`config.mk`:
```
export PLATFORM = sky130hd
export DESIGN_NAME = bad_ctrl
export DESIGN_NICKNAME = d
export VERILOG_FILES = /design/src/hdl/box_average_downscaler_assert.svh /design/src/hdl/bad_pkg.sv /design/src/hdl/bad_ctrl.sv
export SDC_FILE = /design/constraint.sdc
export NUM_CORES = 1
export LEC_CHECK = 0
export BUFFER_PORTS_ARGS = -buffer_cell sky130_fd_sc_hd__buf_2
export CAP_MARGIN = 5
export CORE_AREA = 2 2 39 41
export DETAILED_ROUTE_END_ITERATION = 7
export DIE_AREA = 0 0 41 43
export PLACE_DENSITY = 0.44
export SLEW_MARGIN = 20
export SYNTH_ARGS = -nofsm -noshare
export SYNTH_HDL_FRONTEND = slang
export SYNTH_SLANG_ARGS = --single-unit
```
`constraint.sdc`:
```
create_clock -name clock -period 0.9 [get_ports clock]
set_input_delay 0.045 -clock clock [delete_from_list [all_inputs] [get_ports clock]]
set_output_delay 0.045 -clock clock [all_outputs]
set_load 0.05 [all_outputs]
```
`src/hdl/box_average_downscaler_assert.svh`:
```
// Assertion macros for the box average downscaler
`ifndef BOX_AVERAGE_DOWNSCALER_ASSERT_SVH
`define BOX_AVERAGE_DOWNSCALER_ASSERT_SVH
`ifndef SYNTHESIS
`define BAD_ASSERT_IMPL(label, clk, rst, ante, cons) \
   label: assert property (@(posedge clk) disable iff (rst) (ante) |-> (cons)) \
      else $error("assertion failed");
`define BAD_ASSERT_NEXT(label, clk, rst, ante, cons) \
   label: assert property (@(posedge clk) disable iff (rst) (ante) |=> (cons)) \
      else $error("assertion failed");
`else
`define BAD_ASSERT_IMPL(label, clk, rst, ante, cons)
`define BAD_ASSERT_NEXT(label, clk, rst, ante, cons)
`endif
`endif

```
`src/hdl/bad_pkg.sv`:
```
// Shared types, constants and helpers for the box average downscaler
package bad_pkg;
   localparam int MAX_SRC_WIDTH = 256;
   localparam int MAX_SRC_HEIGHT = 256;
   localparam int SAMPLE_BITS = 16;
   localparam int SCALE_FRAC_BITS = 8;
   localparam int MAX_SCALE = 16;
   localparam int ADDR_BITS = 16;
   localparam int ZOOM_LIMIT = MAX_SCALE << SCALE_FRAC_BITS;
   // window at most MAX_SCALE+1 wide per axis
   localparam int CNT_BITS = 10;
   localparam int SUM_BITS = SAMPLE_BITS + CNT_BITS;
   // numerator sum*255 and denominator count*SMAX
   localparam int NUM_BITS = SUM_BITS + 8;
   localparam int DEN_BITS = CNT_BITS + SAMPLE_BITS;
   localparam int QUO_BITS = 8;

   localparam logic [2:0] REG_WIDTH  = 3'd0;
   localparam logic [2:0] REG_HEIGHT = 3'd1;
   localparam logic [2:0] REG_PAN_L  = 3'd2;
   localparam logic [2:0] REG_PAN_T  = 3'd3;
   localparam logic [2:0] REG_ZOOM   = 3'd4;

   typedef struct packed {
      logic load;      // write sample beat into memory
      logic start;     // latch render item, compute window
      logic step;      // visit next window pixel
      logic div_start; // begin dividing
      logic div_step;  // one quotient bit
      logic out_load;  // move quotients into the output register
   } cmd_type;

   typedef struct packed {
      logic win_last; // current pixel is the last in the window
      logic div_done; // last quotient bit taken
   } stat_type;
endpackage

```
`src/hdl/bad_ctrl.sv`:
```
// Control state machine: sequences load, window walk, divide and result beat
module bad_ctrl import bad_pkg::*; (
   input  logic     clock,
   input  logic     reset,
   input  logic     req_valid,
   input  logic     req_op,
   output logic     req_ready,
   input  logic     rsp_busy,
   input  stat_type stat,
   output cmd_type  cmd
);
   localparam logic [2:0] S_IDLE = 3'd0;
   localparam logic [2:0] S_WIN  = 3'd1;
   localparam logic [2:0] S_WALK = 3'd2;
   localparam logic [2:0] S_DRN  = 3'd3;
   localparam logic [2:0] S_DIV  = 3'd4;
   localparam logic [2:0] S_OUT  = 3'd5;
   localparam logic [2:0] S_DST  = 3'd6;

   logic [2:0] state_ff, state_in;

   always_ff @(posedge clock) begin
      if (reset) state_ff <= S_IDLE;
      else state_ff <= state_in;
   end

   always_comb begin
      state_in = state_ff;
      cmd = '0;
      req_ready = 1'b0;
      case (state_ff)
         S_IDLE: begin
            req_ready = 1'b1;
            if (req_valid) begin
               if (req_op) begin
                  cmd.start = 1'b1;
                  state_in = S_WIN;
               end else begin
                  cmd.load = 1'b1;
               end
            end
         end
         S_WIN: state_in = S_WALK;
         S_WALK: begin
            cmd.step = 1'b1;
            if (stat.win_last) state_in = S_DRN;
         end
         S_DRN: begin
            // let the last memory read land in the sums
            state_in = S_DST;
         end
         S_DST: begin
            cmd.div_start = 1'b1;
            state_in = S_DIV;
         end
         S_DIV: begin
            cmd.div_step = 1'b1;
            if (stat.div_done) state_in = S_OUT;
         end
         S_OUT: begin
            if (!rsp_busy) begin
               cmd.out_load = 1'b1;
               state_in = S_IDLE;
            end
         end
         default: state_in = S_IDLE;
      endcase
   end
endmodule

```
# --- After elaboration in Yosys (flattened, before gate mapping) ---
# Cells that the tools add are included.
word_totals:
  regBits: 3
  in_bits: 7
  out_inout_bits: 7
op_classes:
  n_eq_ne: 11
  muxes: 16
  n_reduce_logical: 2
op_table:
  columns: ["operator", "count"]
  rows:
  - ["$pmux W3 S7", 1]
  - ["$mux W3", 5]
  - ["$ne A2 B2 Y1 const B", 5]
  - ["$eq A3 B3 Y1 const B", 3]
  - ["$mux W1", 8]
  - ["$eq A3 B2 Y1 const B", 2]
  - ["$reduce_and A5 Y1", 1]
  - ["$mux W2", 2]
  - ["$eq A3 B1 Y1 const B", 1]
  - ["$logic_not A3 Y1", 1]

# --- Depth between registers and ports, before layout ---
# Gate-level depths: netlist of the first run.
depth:
  word_depth: 3
  ltp_mapped: 4

# --- Least setup slack after synthesis of the first run ---
# No wires, ideal clock.
synth_path:
  kind: "register to output"
  start: "register state_ff[1]"
  end: "output port cmd[5] (netlist name)"
  arrival_time_ns: 1.685
  t_required_ns: 0.855
  slack_ns: -0.830
  path_stages_with_launch: 5
  path_buffers: 1
  cell_sequence: "dfxtp_1 buf_6 nor3_4 nand2_1 nor2_1"
synth_lines:
  columns: ["item", "line", "text"]
  rows:
  - ["start: declaration", "bad_ctrl.sv:20", "logic [2:0] state_ff, state_in;"]
  - ["start signal: assignment", "bad_ctrl.sv:24", "else state_ff <= state_in;"]
  - ["end: declaration", "bad_ctrl.sv:10", "output cmd_type cmd"]

==> flow_summary.rst, run 1 <==
.. list-table::
   :header-rows: 1

   * - Metric
     - Value
   * - XOR/XNOR share of the synthesized area
     - 0%
   * - Fin. max-slew vios
     - 0
   * - Number of global-route vias before repair
     - around 250
   * - Critical Setup Path Class
     - reg2out
   * - Max H-tree Level
     - 1
   * - Clock transition at the registers of the reported paths
     - 0.04 ns
   * - Final Instance Count excl. Fillers
     - 68
   * - Flip-flop count of the largest register, all copies and words added
     - 3
   * - Maximum clock frequency
     - 841 MHz
   * - Via count
     - roughly 280
   * - Avg Cell Area, Syn
     - approximately 9 sq um
   * - Count of synthesis-stage warnings from yosys
     - 0
   * - Number of rows created at floorplan
     - 14
   * - Detail-routed via count per cell
     - ~4.1
   * - Initial antenna violation count
     - 0
   * - Min Clock Period, post-route
     - around 1.2 ns
   * - Max-capacitance violation count
     - 0
   * - Cell type with the highest aggregate area in the netlist
     - sky130_fd_sc_hd__dfxtp_1
   * - Final net count
     - 60
   * - Portion of the clock cycle consumed by the worst path in the final layout
     - 132%
   * - P&R area growth vs syn
     - 100%
   * - Share of the synthesized area in the top cell type
     - 23.4%
   * - Proportion of register bits with asynchronous set or reset after synthesis
     - 0%
   * - Final Skew
     - approximately 0.0051 ns
   * - Number of design rule violations left after detail routing
     - 0
   * - Combinational family with the most area after synthesis
     - simple AND/OR/NAND/NOR gates
   * - GRT Residual Overflow
     - 0
   * - Cell types with the largest area share after synthesis
     - sky130_fd_sc_hd__dfxtp_1, sky130_fd_sc_hd__buf_6, sky130_fd_sc_hd__nand3b_4, sky130_fd_sc_hd__nor3_4, sky130_fd_sc_hd__nor3b_1
   * - Simple-gate share of the synthesized area
     - a little under half
   * - Maximum number of pins on one net before global-route repair
     - 8
   * - Reported leakage power
     - approximately 0.26 nW
   * - CP max stage cell
     - sky130_fd_sc_hd__dfxtp_4
   * - Clock tree from TritonCTS
     - built
   * - Total detailed-routing wirelength
     - 635 um
   * - First-pass GRT wire length
     - 1080 um
   * - Flops & latches, synth
     - 3
   * - Number of synthesized flops with an enable pin
     - 0
   * - Startpoint type of the worst setup path
     - flip-flop
   * - I/O pin count
     - 14
   * - Cell breakdown of the critical path
     - nor3_4 > and3_2 > buf_6
   * - Class of the most critical hold timing path
     - in2reg
   * - Post-synthesis sequential area ratio
     - a little under a quarter
   * - Largest stage delay on the critical path
     - between 0.3 and 0.4 ns
   * - Buffers from clock root to sink, at most
     - 2
   * - Biggest registers after layout
     - state_ff x3
   * - Area fraction in compound gates after synthesis
     - about 14%
   * - RSZ-0062 raised after global routing
     - yes
   * - Area of the mapped netlist
     - 256 sq um
   * - Nets in the synthesized netlist
     - 36
   * - Die boundary height
     - roughly 43 um
   * - Count of different cell masters after synthesis
     - 20
   * - Top reg by flops
     - state_ff
   * - Worst path required time
     - 0.85 ns
   * - Most frequent cells after synthesis
     - sky130_fd_sc_hd__dfxtp_1, sky130_fd_sc_hd__nor2_1
   * - Peak supply drop
     - 0.000595 V
   * - CTS Buf Count
     - 3
   * - Setup WS pre-CTS
     - -0.209 ns
   * - Endpoint class of the critical path
     - primary output
   * - Core area
     - approximately 1400 sq um
   * - Final Hold Vio Count
     - 0
   * - Max-Slew Margin vs Limit
     - a little over four fifths
   * - Result of the run
     - finished with violations
   * - Number of antenna-violating nets in the routed design
     - 0
   * - Routability congestion estimate
     - around 0.69
   * - Number of sinks handled by clock tree synthesis
     - 3
   * - N_diodes
     - 0
   * - Iteration count of the initial detailed-routing pass
     - 2
   * - Power density cells
     - roughly 1300 nW/um^2
   * - Count of final setup violators
     - 8
   * - Die span in x
     - 41 um
   * - Failing checks
     - setup timing
   * - Worst skew pair latency
     - 0.23 ns
   * - Multiplexer area fraction after synthesis
     - 0%
   * - Die outline area
     - around 1800 sq um
   * - Mean routed wirelength per cell
     - 9.34 um
   * - Worst hold-check slack
     - approximately 0.034 ns
   * - Hold-fix buffers at CTS
     - 0
   * - Final core utilization
     - between 30% and 40%
   * - Post-synthesis share of cell area spent on full adders, half adders and majority gates
     - 0%
   * - Mapped Cells
     - 29
   * - Detailed placement HPWL
     - ~500 um
   * - Overall track demand over capacity in global routing
     - a little under a tenth
   * - Transition time at the pin with the least slew margin
     - 0.248 ns
   * - Most used flip-flop cell after synthesis
     - sky130_fd_sc_hd__dfxtp_1
   * - Total placed cells including tap cells
     - 62
   * - Initial cell density of the core
     - 18.5%
   * - Post-route setup slack
     - -0.289 ns
   * - Share of final-layout standard cells stronger than drive strength 1
     - roughly three quarters
   * - Crit Path Max Fanout
     - 4
   * - Clock root buffer master
     - sky130_fd_sc_hd__clkbuf_4
   * - WP data arrival
     - roughly 1.1 ns
   * - Count of input and output buffers
     - 13
   * - Detailed router's first-iteration violation count
     - 1
   * - Total power of the final layout
     - 0.000683 W
## through the flow
stage / area, sq um / TNS (ns)
detailed placement: 403 / -1.44
global route: 514 / -2.36
finish: 514 / -1.83
global placement: 403 / -1.43
floorplan: 283 / -1.62
CTS: 494 / -2.01
## metal layers
layer | vias to the layer above | wire length (um) | global-route usage, %
li1 | 146 | - | -
met1 | 127 | 268 | 12.9
met2 | 8 | 330 | 10.6
met3 | 0 | 36 | 4.71
met4 | 0 | 0 | 8.00
met5 | - | 0 | 0
## cells by family (layout without fill, tap and decap cells)
group,count (synthesis),after routing
simple gates,16,16
buf+inv,5,28
flops,3,3
compound gates,5,5
## path summary, 6_finish.rpt
kind | cells after the start | startpoint | slack [ns] | endpoint
hold / removal | 2 | reset | 0.03 | state_ff[1]$_SDFFE_PP0P_
setup reg to reg | 4 | state_ff[1]$_SDFFE_PP0P_ | -0.10 | state_ff[0]$_SDFFE_PP0P_
setup / recovery | 3 | state_ff[1]$_SDFFE_PP0P_ | -0.29 | cmd[4]
hold reg to reg | 2 | state_ff[2]$_SDFFE_PP0P_ | 0.55 | state_ff[2]$_SDFFE_PP0P_
## layout by cell type (no fill, tap or decap), drive strengths merged, types with 2 or more instances in the layout
master / count
inv: 2
nand3b: 2
clkbuf: 4
dfxtp: 3
nor3: 3
buf: 22
nor3b: 3
nor2: 3
nor2b: 2
and3: 2
## report_power, final
group          total (W)  switching (W)  internal [W]
sequential      0.000164      0.0000212      0.000143
combinational   0.000282       0.000150      0.000132
clock           0.000237      0.0000709      0.000166
## area by class of cell
cell class                      count  area, sq um
Sequential cell                     3         71.3
Timing Repair Buffer               22          194
Tap cell                           16         20.0
Inverter                            2         7.51
Fill cell                         148          870
Multi-Input combinational cell     21          195
Clock buffer                        4         26.3
## what timing repair did
item	in CTS	in global routing
setup endpoints to repair	10	9
buffers inserted	2	0
pin swaps	1	2
resized for setup	18	6
## critical path: cells and delay by family (launching register included)
kind / cells / cell delay, ns
flops: 1 / 0.36
simple gates: 2 / 0.40
buf+inv: 1 / 0.15
(Power assumes the default switching activity.)
==> inputs of run 2 (changes only) <==
--- a/config.mk
+++ b/config.mk
@@ -11,5 +11,5 @@
 export DETAILED_ROUTE_END_ITERATION = 7
 export DIE_AREA = 0 0 41 43
-export PLACE_DENSITY = 0.44
+export PLACE_DENSITY = 0.43
 export SLEW_MARGIN = 20
 export SYNTH_ARGS = -nofsm -noshare
==> constraint.sdc (replaced) <==
create_clock -name clock -period 1.1 [get_ports clock]
set_input_delay 0.055 -clock clock [delete_from_list [all_inputs] [get_ports clock]]
set_output_delay 0.055 -clock clock [all_outputs]
set_load 0.01 [all_outputs]
==> run 2 against run 1 <==
The run still ends with setup timing left. Non-clock buffer count shrank 2. Final cell count shrank 2.9%. Via count shrank 3.9%. Register-to-register slack gained 0.12 ns. Combinational power shrank 49%. Clock power shrank 20%. Die area is the same. Flip-flop and latch count is the same. Count of clock-buffer cells in the layout is the same. Critical endpoint unchanged. Highest routed layer unchanged.
==> flow_summary.rst, run 2 (synthesized netlist as in run 1, its figures left out) <==
.. list-table::
   :header-rows: 1

   * - Metric
     - Value
   * - Detail-routed via count per cell
     - 4.09 (was 4.13)
   * - N_diodes
     - 0 (unchanged)
   * - Overall track demand over capacity in global routing
     - 7.33% (was 9.55%)
   * - Summed negative setup slack over all endpoints
     - -0.0608 ns (was -1.83 ns)
   * - Number of cell instances on the worst register-to-register path
     - 5 (was 4)
   * - Mean routed wirelength per cell
     - 9.17 um (was 9.34 um)
   * - Endpoint class of the critical path
     - primary output (unchanged)
   * - Top Layer Used
     - met3 (unchanged)
   * - Worst path buffer plus inverter count
     - 2 (was 1)
   * - Transition time at the pin with the least slew margin
     - 0.182 ns (was 0.248 ns)
   * - Portion of the clock cycle consumed by the worst path in the final layout
     - 103%
   * - Min-delay src
     - reset (unchanged)
   * - Detailed placement HPWL
     - 430 um (was 486 um)
   * - Reported leakage power
     - 0.243 nW (was 0.259 nW)
   * - Setup slack of the worst register-to-register path
     - 0.02 ns (was -0.10 ns)
   * - Critical Setup Path Class
     - reg2out (unchanged)
   * - Biggest registers after layout
     - state_ff x3 (unchanged)
   * - Capturing point of the worst reg2reg path
     - state_ff[0]$_SDFFE_PP0P_ (unchanged)
   * - WP data arrival
     - 1.07 ns (was 1.14 ns)
   * - Via count
     - 270 (was 281)
   * - Max H-tree Level
     - 1 (unchanged)
   * - Clock tree from TritonCTS
     - built (unchanged)
   * - M1 WL
     - 249 um (was 268 um)
   * - Share of final-layout standard cells stronger than drive strength 1
     - 68.0% (was 73.1%)
   * - Number of sinks handled by clock tree synthesis
     - 3 (unchanged)
   * - Power density cells
     - 1050 nW/um^2 (was 1330 nW/um^2)
   * - Final Hold Vio Count
     - 0 (unchanged)
   * - Most common library cell in the layout ignoring fill and taps
     - sky130_fd_sc_hd__buf_2
   * - Class of the most critical hold timing path
     - in2reg (unchanged)
   * - GRT Residual Overflow
     - 0 (unchanged)
   * - Max-Slew Margin vs Limit
     - 87.8% (was 83.5%)
   * - Max-capacitance violation count
     - 0 (unchanged)
   * - Routed wl met2
     - 321 um (was 330 um)
   * - Top reg by flops
     - state_ff (unchanged)
   * - I/O pin count
     - 14 (unchanged)
   * - Die outline area
     - 1760 sq um (unchanged)
   * - Failing checks
     - setup timing (unchanged)
   * - Worst skew pair latency
     - 0.23 ns (about the same)
   * - Cell breakdown of the critical path
     - buf_6 > nor3_4 > and3_1 > buf_2 (was nor3_4 > and3_2 > buf_6)
   * - Layout filler cell count
     - 160 (was 148)
   * - Flip-flop count of the largest register, all copies and words added
     - 3 (unchanged)
   * - Number of antenna-violating nets in the routed design
     - 0 (unchanged)
   * - Result of the run
     - finished with violations (unchanged)
   * - Startpoint type of the worst setup path
     - flip-flop (unchanged)
   * - RSZ-0062 raised after global routing
     - yes (unchanged)
   * - Cell family with the largest share of critical-path delay
     - flip-flops (was simple AND/OR/NAND/NOR gates)
   * - Wire length on met3
     - 34 um (was 36 um)
   * - End point of the most critical hold path
     - state_ff[1]$_SDFFE_PP0P_ (unchanged)
   * - Maximum number of pins on one net before global-route repair
     - 11 (was 8)
   * - Die span in x
     - 41 um (unchanged)
   * - Clock root buffer master
     - sky130_fd_sc_hd__clkbuf_4 (unchanged)
   * - Final net count
     - 58 (was 60)
   * - Final Skew
     - 0.00298 ns (was 0.00514 ns)
   * - Count of final setup violators
     - 3 (was 8)
   * - Initial antenna violation count
     - 0 (unchanged)
   * - Initial cell density of the core
     - 18.5% (unchanged)
   * - Core area
     - 1380 sq um (unchanged)
   * - Hold-fix buffers at CTS
     - 0 (unchanged)
   * - Worst path required time
     - 1.04 ns (was 0.85 ns)
   * - Number of stages on the worst hold path
     - 2 (unchanged)
   * - Crit Path Max Fanout
     - 3 (was 4)
   * - P&R area growth vs syn
     - 72.2% (was 100%)
   * - Worst flop-to-flop path startpoint
     - state_ff[1]$_SDFFE_PP0P_ (unchanged)
   * - Commonest cells after routing, fill and taps aside
     - sky130_fd_sc_hd__buf_2, sky130_fd_sc_hd__buf_4, sky130_fd_sc_hd__nor3b_2, sky130_fd_sc_hd__clkbuf_4, sky130_fd_sc_hd__buf_6 (was sky130_fd_sc_hd__buf_2, sky130_fd_sc_hd__buf_4, sky130_fd_sc_hd__buf_6)
   * - CTS Buf Count
     - 3 (unchanged)
   * - Setup WS pre-CTS
     - 0.0487 ns (was -0.209 ns)
   * - Detailed router's first-iteration violation count
     - 1 (unchanged)
   * - Total detailed-routing wirelength
     - 605 um (was 635 um)
   * - Post-route setup slack
     - -0.0296 ns (was -0.289 ns)
   * - Total power of the final layout
     - 0.000466 W (was 0.000683 W)
   * - Number of rows created at floorplan
     - 14 (unchanged)
   * - Maximum clock frequency
     - 885 MHz
   * - Number of global-route vias before repair
     - 225 (was 247)
   * - Peak supply drop
     - 0.000478 V (was 0.000595 V)
   * - Buffers from clock root to sink, at most
     - 2 (unchanged)
   * - Routability congestion estimate
     - 0.723 (was 0.686)
   * - Clock transition at the registers of the reported paths
     - 0.04 ns (about the same)
   * - Min Clock Period, post-route
     - around 1.1 ns
   * - Largest stage delay on the critical path
     - 0.32 ns (was 0.36 ns)
   * - Die boundary height
     - 43 um (unchanged)
   * - Number of design rule violations left after detail routing
     - 0 (unchanged)
   * - Count of input and output buffers
     - 13 (unchanged)
   * - CP max stage cell
     - sky130_fd_sc_hd__dfxtp_2 (was sky130_fd_sc_hd__dfxtp_4)
   * - Fin. max-slew vios
     - 0 (unchanged)
   * - First-pass GRT wire length
     - 841 um (was 1080 um)
   * - Iteration count of the initial detailed-routing pass
     - 2 (unchanged)
[run 2: how the worst max path moves through the flow]
| stage | end | from | cells past startpoint | slack, ns |
|---|---|---|---|---|
| finish | cmd[4] | state_ff[0]$_SDFFE_PP0P_ | 4 | -0.03 |
| global route | cmd[4] | state_ff[0]$_SDFFE_PP0P_ | 4 | -0.12 |
| CTS | cmd[4] | state_ff[0]$_SDFFE_PP0P_ | 4 | -0.09 |
| detailed placement | state_ff[0]$_SDFFE_PP0P_ | state_ff[1]$_SDFFE_PP0P_ | 3 | 0.05 |
| global placement | state_ff[0]$_SDFFE_PP0P_ | state_ff[1]$_SDFFE_PP0P_ | 3 | 0.06 |
| floorplan | cmd[5] | state_ff[1]$_SDFFE_PP0P_ | 4 | 0.16 |
[run 2: timing repair]
action	4_1_cts	5_1_grt
setup endpoints to repair	7	6
resized for setup	5	7
gates cloned	0	0
setup buffers	1	4
pin swaps	3	5
[run 2: layout make-up]
class / count / area (sq um) / area share [%]
clock buffers: 4 / 26.3 / 5.95
inverters: 2 / 7.51 / 1.70
multi-input cells: 21 / 175 / 39.7
flip-flops and latches: 3 / 68.8 / 15.6
well taps: 16 / 20.0 / 4.53
repair buffers: 20 / 144 / 32.6
[run 2: metrics by stage]
step           hold slack (ns)  util (%)  cell area (sq um)  cells
3_5_place_dp             0.297      25.0                347     58
5_1_grt                 0.0606      31.9                442     66
6_report                0.0510      31.9                442     66
4_1_cts                 0.0390      28.4                393     63
2_1_floorplan            0.124         -                256     29
3_3_place_gp             0.289      25.0                347     58
[run 2: layer usage]
layer	up-vias	GRT usage (%)
met5	-	0
met3	0	1.57
met2	7	10.0
li1	140	-
met4	0	8.00
met1	123	8.36
[run 2: power breakdown]
group,internal [W],switching [W]
combinational,0.0000841,0.0000604
clock,0.000136,0.0000539
sequential,0.000117,0.0000142
total,0.000337,0.000128
==> inputs of run 3 (changes only) <==
Settings changed: BUFFER_PORTS_ARGS -buffer_cell sky130_fd_sc_hd__buf_2 to not set, DONT_BUFFER_PORTS set to 1, PLACE_DENSITY 0.43 to 0.34, TNS_END_PERCENT set to 50.
==> run 3 against run 2 <==
The run now ends clean. Via count is 10% lower. Total power down 6.6%. Sequential power increased by 5%. Non-clock buffer count down 11. Flip-flop and latch count unchanged. Cell area is 15% lower. First-iteration DRC count grew 100%. Hold slack lost 0.017 ns. Clock skew is 0.0017 ns lower. Largest cell class unchanged. Largest power group unchanged.
==> flow_summary.rst, run 3 (synthesized netlist as in run 1, its figures left out) <==
.. list-table::
   :header-rows: 1

   * - Metric
     - Value
   * - Number of antenna-violating nets in the routed design
     - 0 (unchanged)
   * - Total placed instance area
     - 289 sq um (was 347 sq um)
   * - Core area
     - 1380 sq um (unchanged)
   * - CTS Buf Count
     - 3 (unchanged)
   * - Met1 Track Usage GR
     - 8.63% (was 8.36%)
   * - Total detailed-routing wirelength
     - 610 um (was 605 um)
   * - Routability congestion estimate
     - 0.786 (was 0.723)
   * - WP data arrival
     - 1.04 ns (was 1.07 ns)
   * - Worst skew pair latency
     - 0.23 ns (about the same)
   * - Worst path required time
     - 1.04 ns (about the same)
   * - Most utilized layer in the global route result
     - met4 (was met2)
   * - Maximum clock frequency
     - 910 MHz (was 885 MHz)
   * - Top reg by flops
     - state_ff (unchanged)
   * - Final Skew
     - 0.00127 ns (was 0.00298 ns)
   * - Post-route cell area
     - 374 sq um (was 442 sq um)
   * - Number of design rule violations left after detail routing
     - 0 (unchanged)
   * - Detailed router's first-iteration violation count
     - 2 (was 1)
   * - Most common library cell in the layout ignoring fill and taps
     - sky130_fd_sc_hd__buf_4 (was sky130_fd_sc_hd__buf_2)
   * - Mean routed wirelength per cell
     - 11.1 um (was 9.17 um)
   * - GRT Residual Overflow
     - 0 (unchanged)
   * - Peak supply drop
     - 0.000577 V (was 0.000478 V)
   * - Share of final-layout standard cells stronger than drive strength 1
     - 59.0% (was 68.0%)
   * - Buffers from clock root to sink, at most
     - 2 (unchanged)
   * - Clock transition at the registers of the reported paths
     - 0.04 ns (about the same)
   * - Count of input and output buffers
     - 0 (was 13)
   * - Transition time at the pin with the least slew margin
     - 0.210 ns (was 0.182 ns)
   * - Final Hold Vio Count
     - 0 (unchanged)
   * - Commonest cells after routing, fill and taps aside
     - sky130_fd_sc_hd__buf_4, sky130_fd_sc_hd__clkbuf_4 (was sky130_fd_sc_hd__buf_2, sky130_fd_sc_hd__buf_4, sky130_fd_sc_hd__nor3b_2, sky130_fd_sc_hd__clkbuf_4, sky130_fd_sc_hd__buf_6)
   * - Clock tree from TritonCTS
     - built (unchanged)
   * - N_diodes
     - 0 (unchanged)
   * - P&R area growth vs syn
     - 45.9% (was 72.2%)
   * - Die boundary height
     - 43 um (unchanged)
   * - Crit Path Max Fanout
     - 7 (was 3)
   * - Initial cell density of the core
     - 18.5% (unchanged)
   * - Max-capacitance violation count
     - 0 (unchanged)
   * - Overall track demand over capacity in global routing
     - 7.72% (was 7.33%)
   * - Max H-tree Level
     - 1 (unchanged)
   * - Biggest registers after layout
     - state_ff x3 (unchanged)
   * - Reported leakage power
     - 0.182 nW (was 0.243 nW)
   * - I/O pin count
     - 14 (unchanged)
   * - Min Clock Period, post-route
     - 1.10 ns (was 1.13 ns)
   * - Detailed placement HPWL
     - 390 um (was 430 um)
   * - Fin. max-slew vios
     - 0 (unchanged)
   * - Die span in x
     - 41 um (unchanged)
   * - Via count
     - 243 (was 270)
   * - Flip-flop count of the largest register, all copies and words added
     - 3 (unchanged)
   * - Clock root buffer master
     - sky130_fd_sc_hd__clkbuf_4 (unchanged)
   * - Result of the run
     - finished clean (was finished with violations)
   * - Maximum number of pins on one net before global-route repair
     - 12 (was 11)
   * - Number of rows created at floorplan
     - 14 (unchanged)
   * - Detail-routed via count per cell
     - 4.42 (was 4.09)
   * - Final net count
     - 47 (was 58)
   * - Class of the most critical hold timing path
     - in2reg (unchanged)
   * - Startpoint type of the worst setup path
     - flip-flop (unchanged)
   * - Iteration count of the initial detailed-routing pass
     - 4 (was 2)
   * - Number of sinks handled by clock tree synthesis
     - 3 (unchanged)
   * - Initial antenna violation count
     - 0 (unchanged)
   * - RSZ-0062 raised after global routing
     - yes (unchanged)
   * - Endpoint class of the critical path
     - primary output (unchanged)
   * - Max-Slew Margin vs Limit
     - 86.0% (was 87.8%)
   * - Count of final setup violators
     - 0 (was 3)
   * - Number of global-route vias before repair
     - 218 (was 225)
   * - Critical Setup Path Class
     - reg2out (unchanged)
   * - Portion of the clock cycle consumed by the worst path in the final layout
     - 99.9% (was 103%)
   * - Die outline area
     - 1760 sq um (unchanged)
   * - Power density cells
     - 1160 nW/um^2 (was 1050 nW/um^2)
   * - First-pass GRT wire length
     - 828 um (was 841 um)
   * - Fraction of met2 tracks used by global routing
     - 9.69% (was 10.0%)
   * - GR met3 Demand/Resource
     - 2.09% (was 1.57%)
   * - Worst hold-check slack
     - 0.0336 ns (was 0.0510 ns)
[run 3: changes by cell type in the layout (fill, tap and decap cells not counted), sizes merged]
cell / previous run / this run
buf: 20 / 8
dlygate4sd3: 0 / 1
[run 3: power breakdown]
| part | internal (W) | switching (W) |
|---|---|---|
| Combinational | 0.0000622 | 0.0000438 |
| Sequential | 0.000117 | 0.0000220 |
| Clock | 0.000136 | 0.0000539 |
| Total | 0.000315 | 0.000120 |
[run 3: final timing paths]
kind	start	end	slack [ns]	cells after the start
min reg2reg	state_ff[2]$_SDFFE_PP0P_	state_ff[1]$_SDFFE_PP0P_	0.58	2
min	reset	state_ff[0]$_SDFFE_PP0P_	0.03	2
max	state_ff[1]$_SDFFE_PP0P_	cmd[4]	0.001	2
max reg2reg	state_ff[2]$_SDFFE_PP0P_	state_ff[0]$_SDFFE_PP0P_	0.08	4
[run 3: through the flow]
stage	worst slack [ns]	total power, W	utilization, %	TNS (ns)	cells
floorplan	0.156	0.000208	-	0	29
global placement	0.0605	0.000222	20.9	0	46
detailed placement	0.0416	0.000224	20.9	0	46
CTS	-0.0212	0.000431	23.8	-0.0212	51
global route	-0.0373	0.000469	27.0	-0.0659	55
finish	0.00135	0.000435	27.0	0	55
[run 3: timing repair]
item | 4_1_cts | 5_1_grt
endpoints found under the hold margin | 2 | 0
pin swaps | 3 | 4
hold buffers | 1 | 0
setup buffers | 1 | 4
resized for setup | 7 | 6
endpoints found under the setup margin | 7 | 3
[run 3: layer usage]
metal,wire length (um),vias to the layer above
met2,258,12
met1,269,108
met5,0,-
li1,-,119
met4,30,0
met3,50,4
[run 3: area by class of cell]
| type | instances | area [sq um] |
|---|---|---|
| tap | 16 | 20.0 |
| clock buffer | 4 | 26.3 |
| multi-input combinational | 21 | 181 |
| timing repair buffer | 9 | 70.1 |
| sequential | 3 | 68.8 |
| inverter | 2 | 7.51 |
| fill | 161 | 1010 |
[run 3: worst max-delay path, stage by stage (launching register included)]
cell                      delay [ns]
sky130_fd_sc_hd__dfxtp_4        0.36
sky130_fd_sc_hd__nor3_4         0.22
sky130_fd_sc_hd__and3_4         0.23
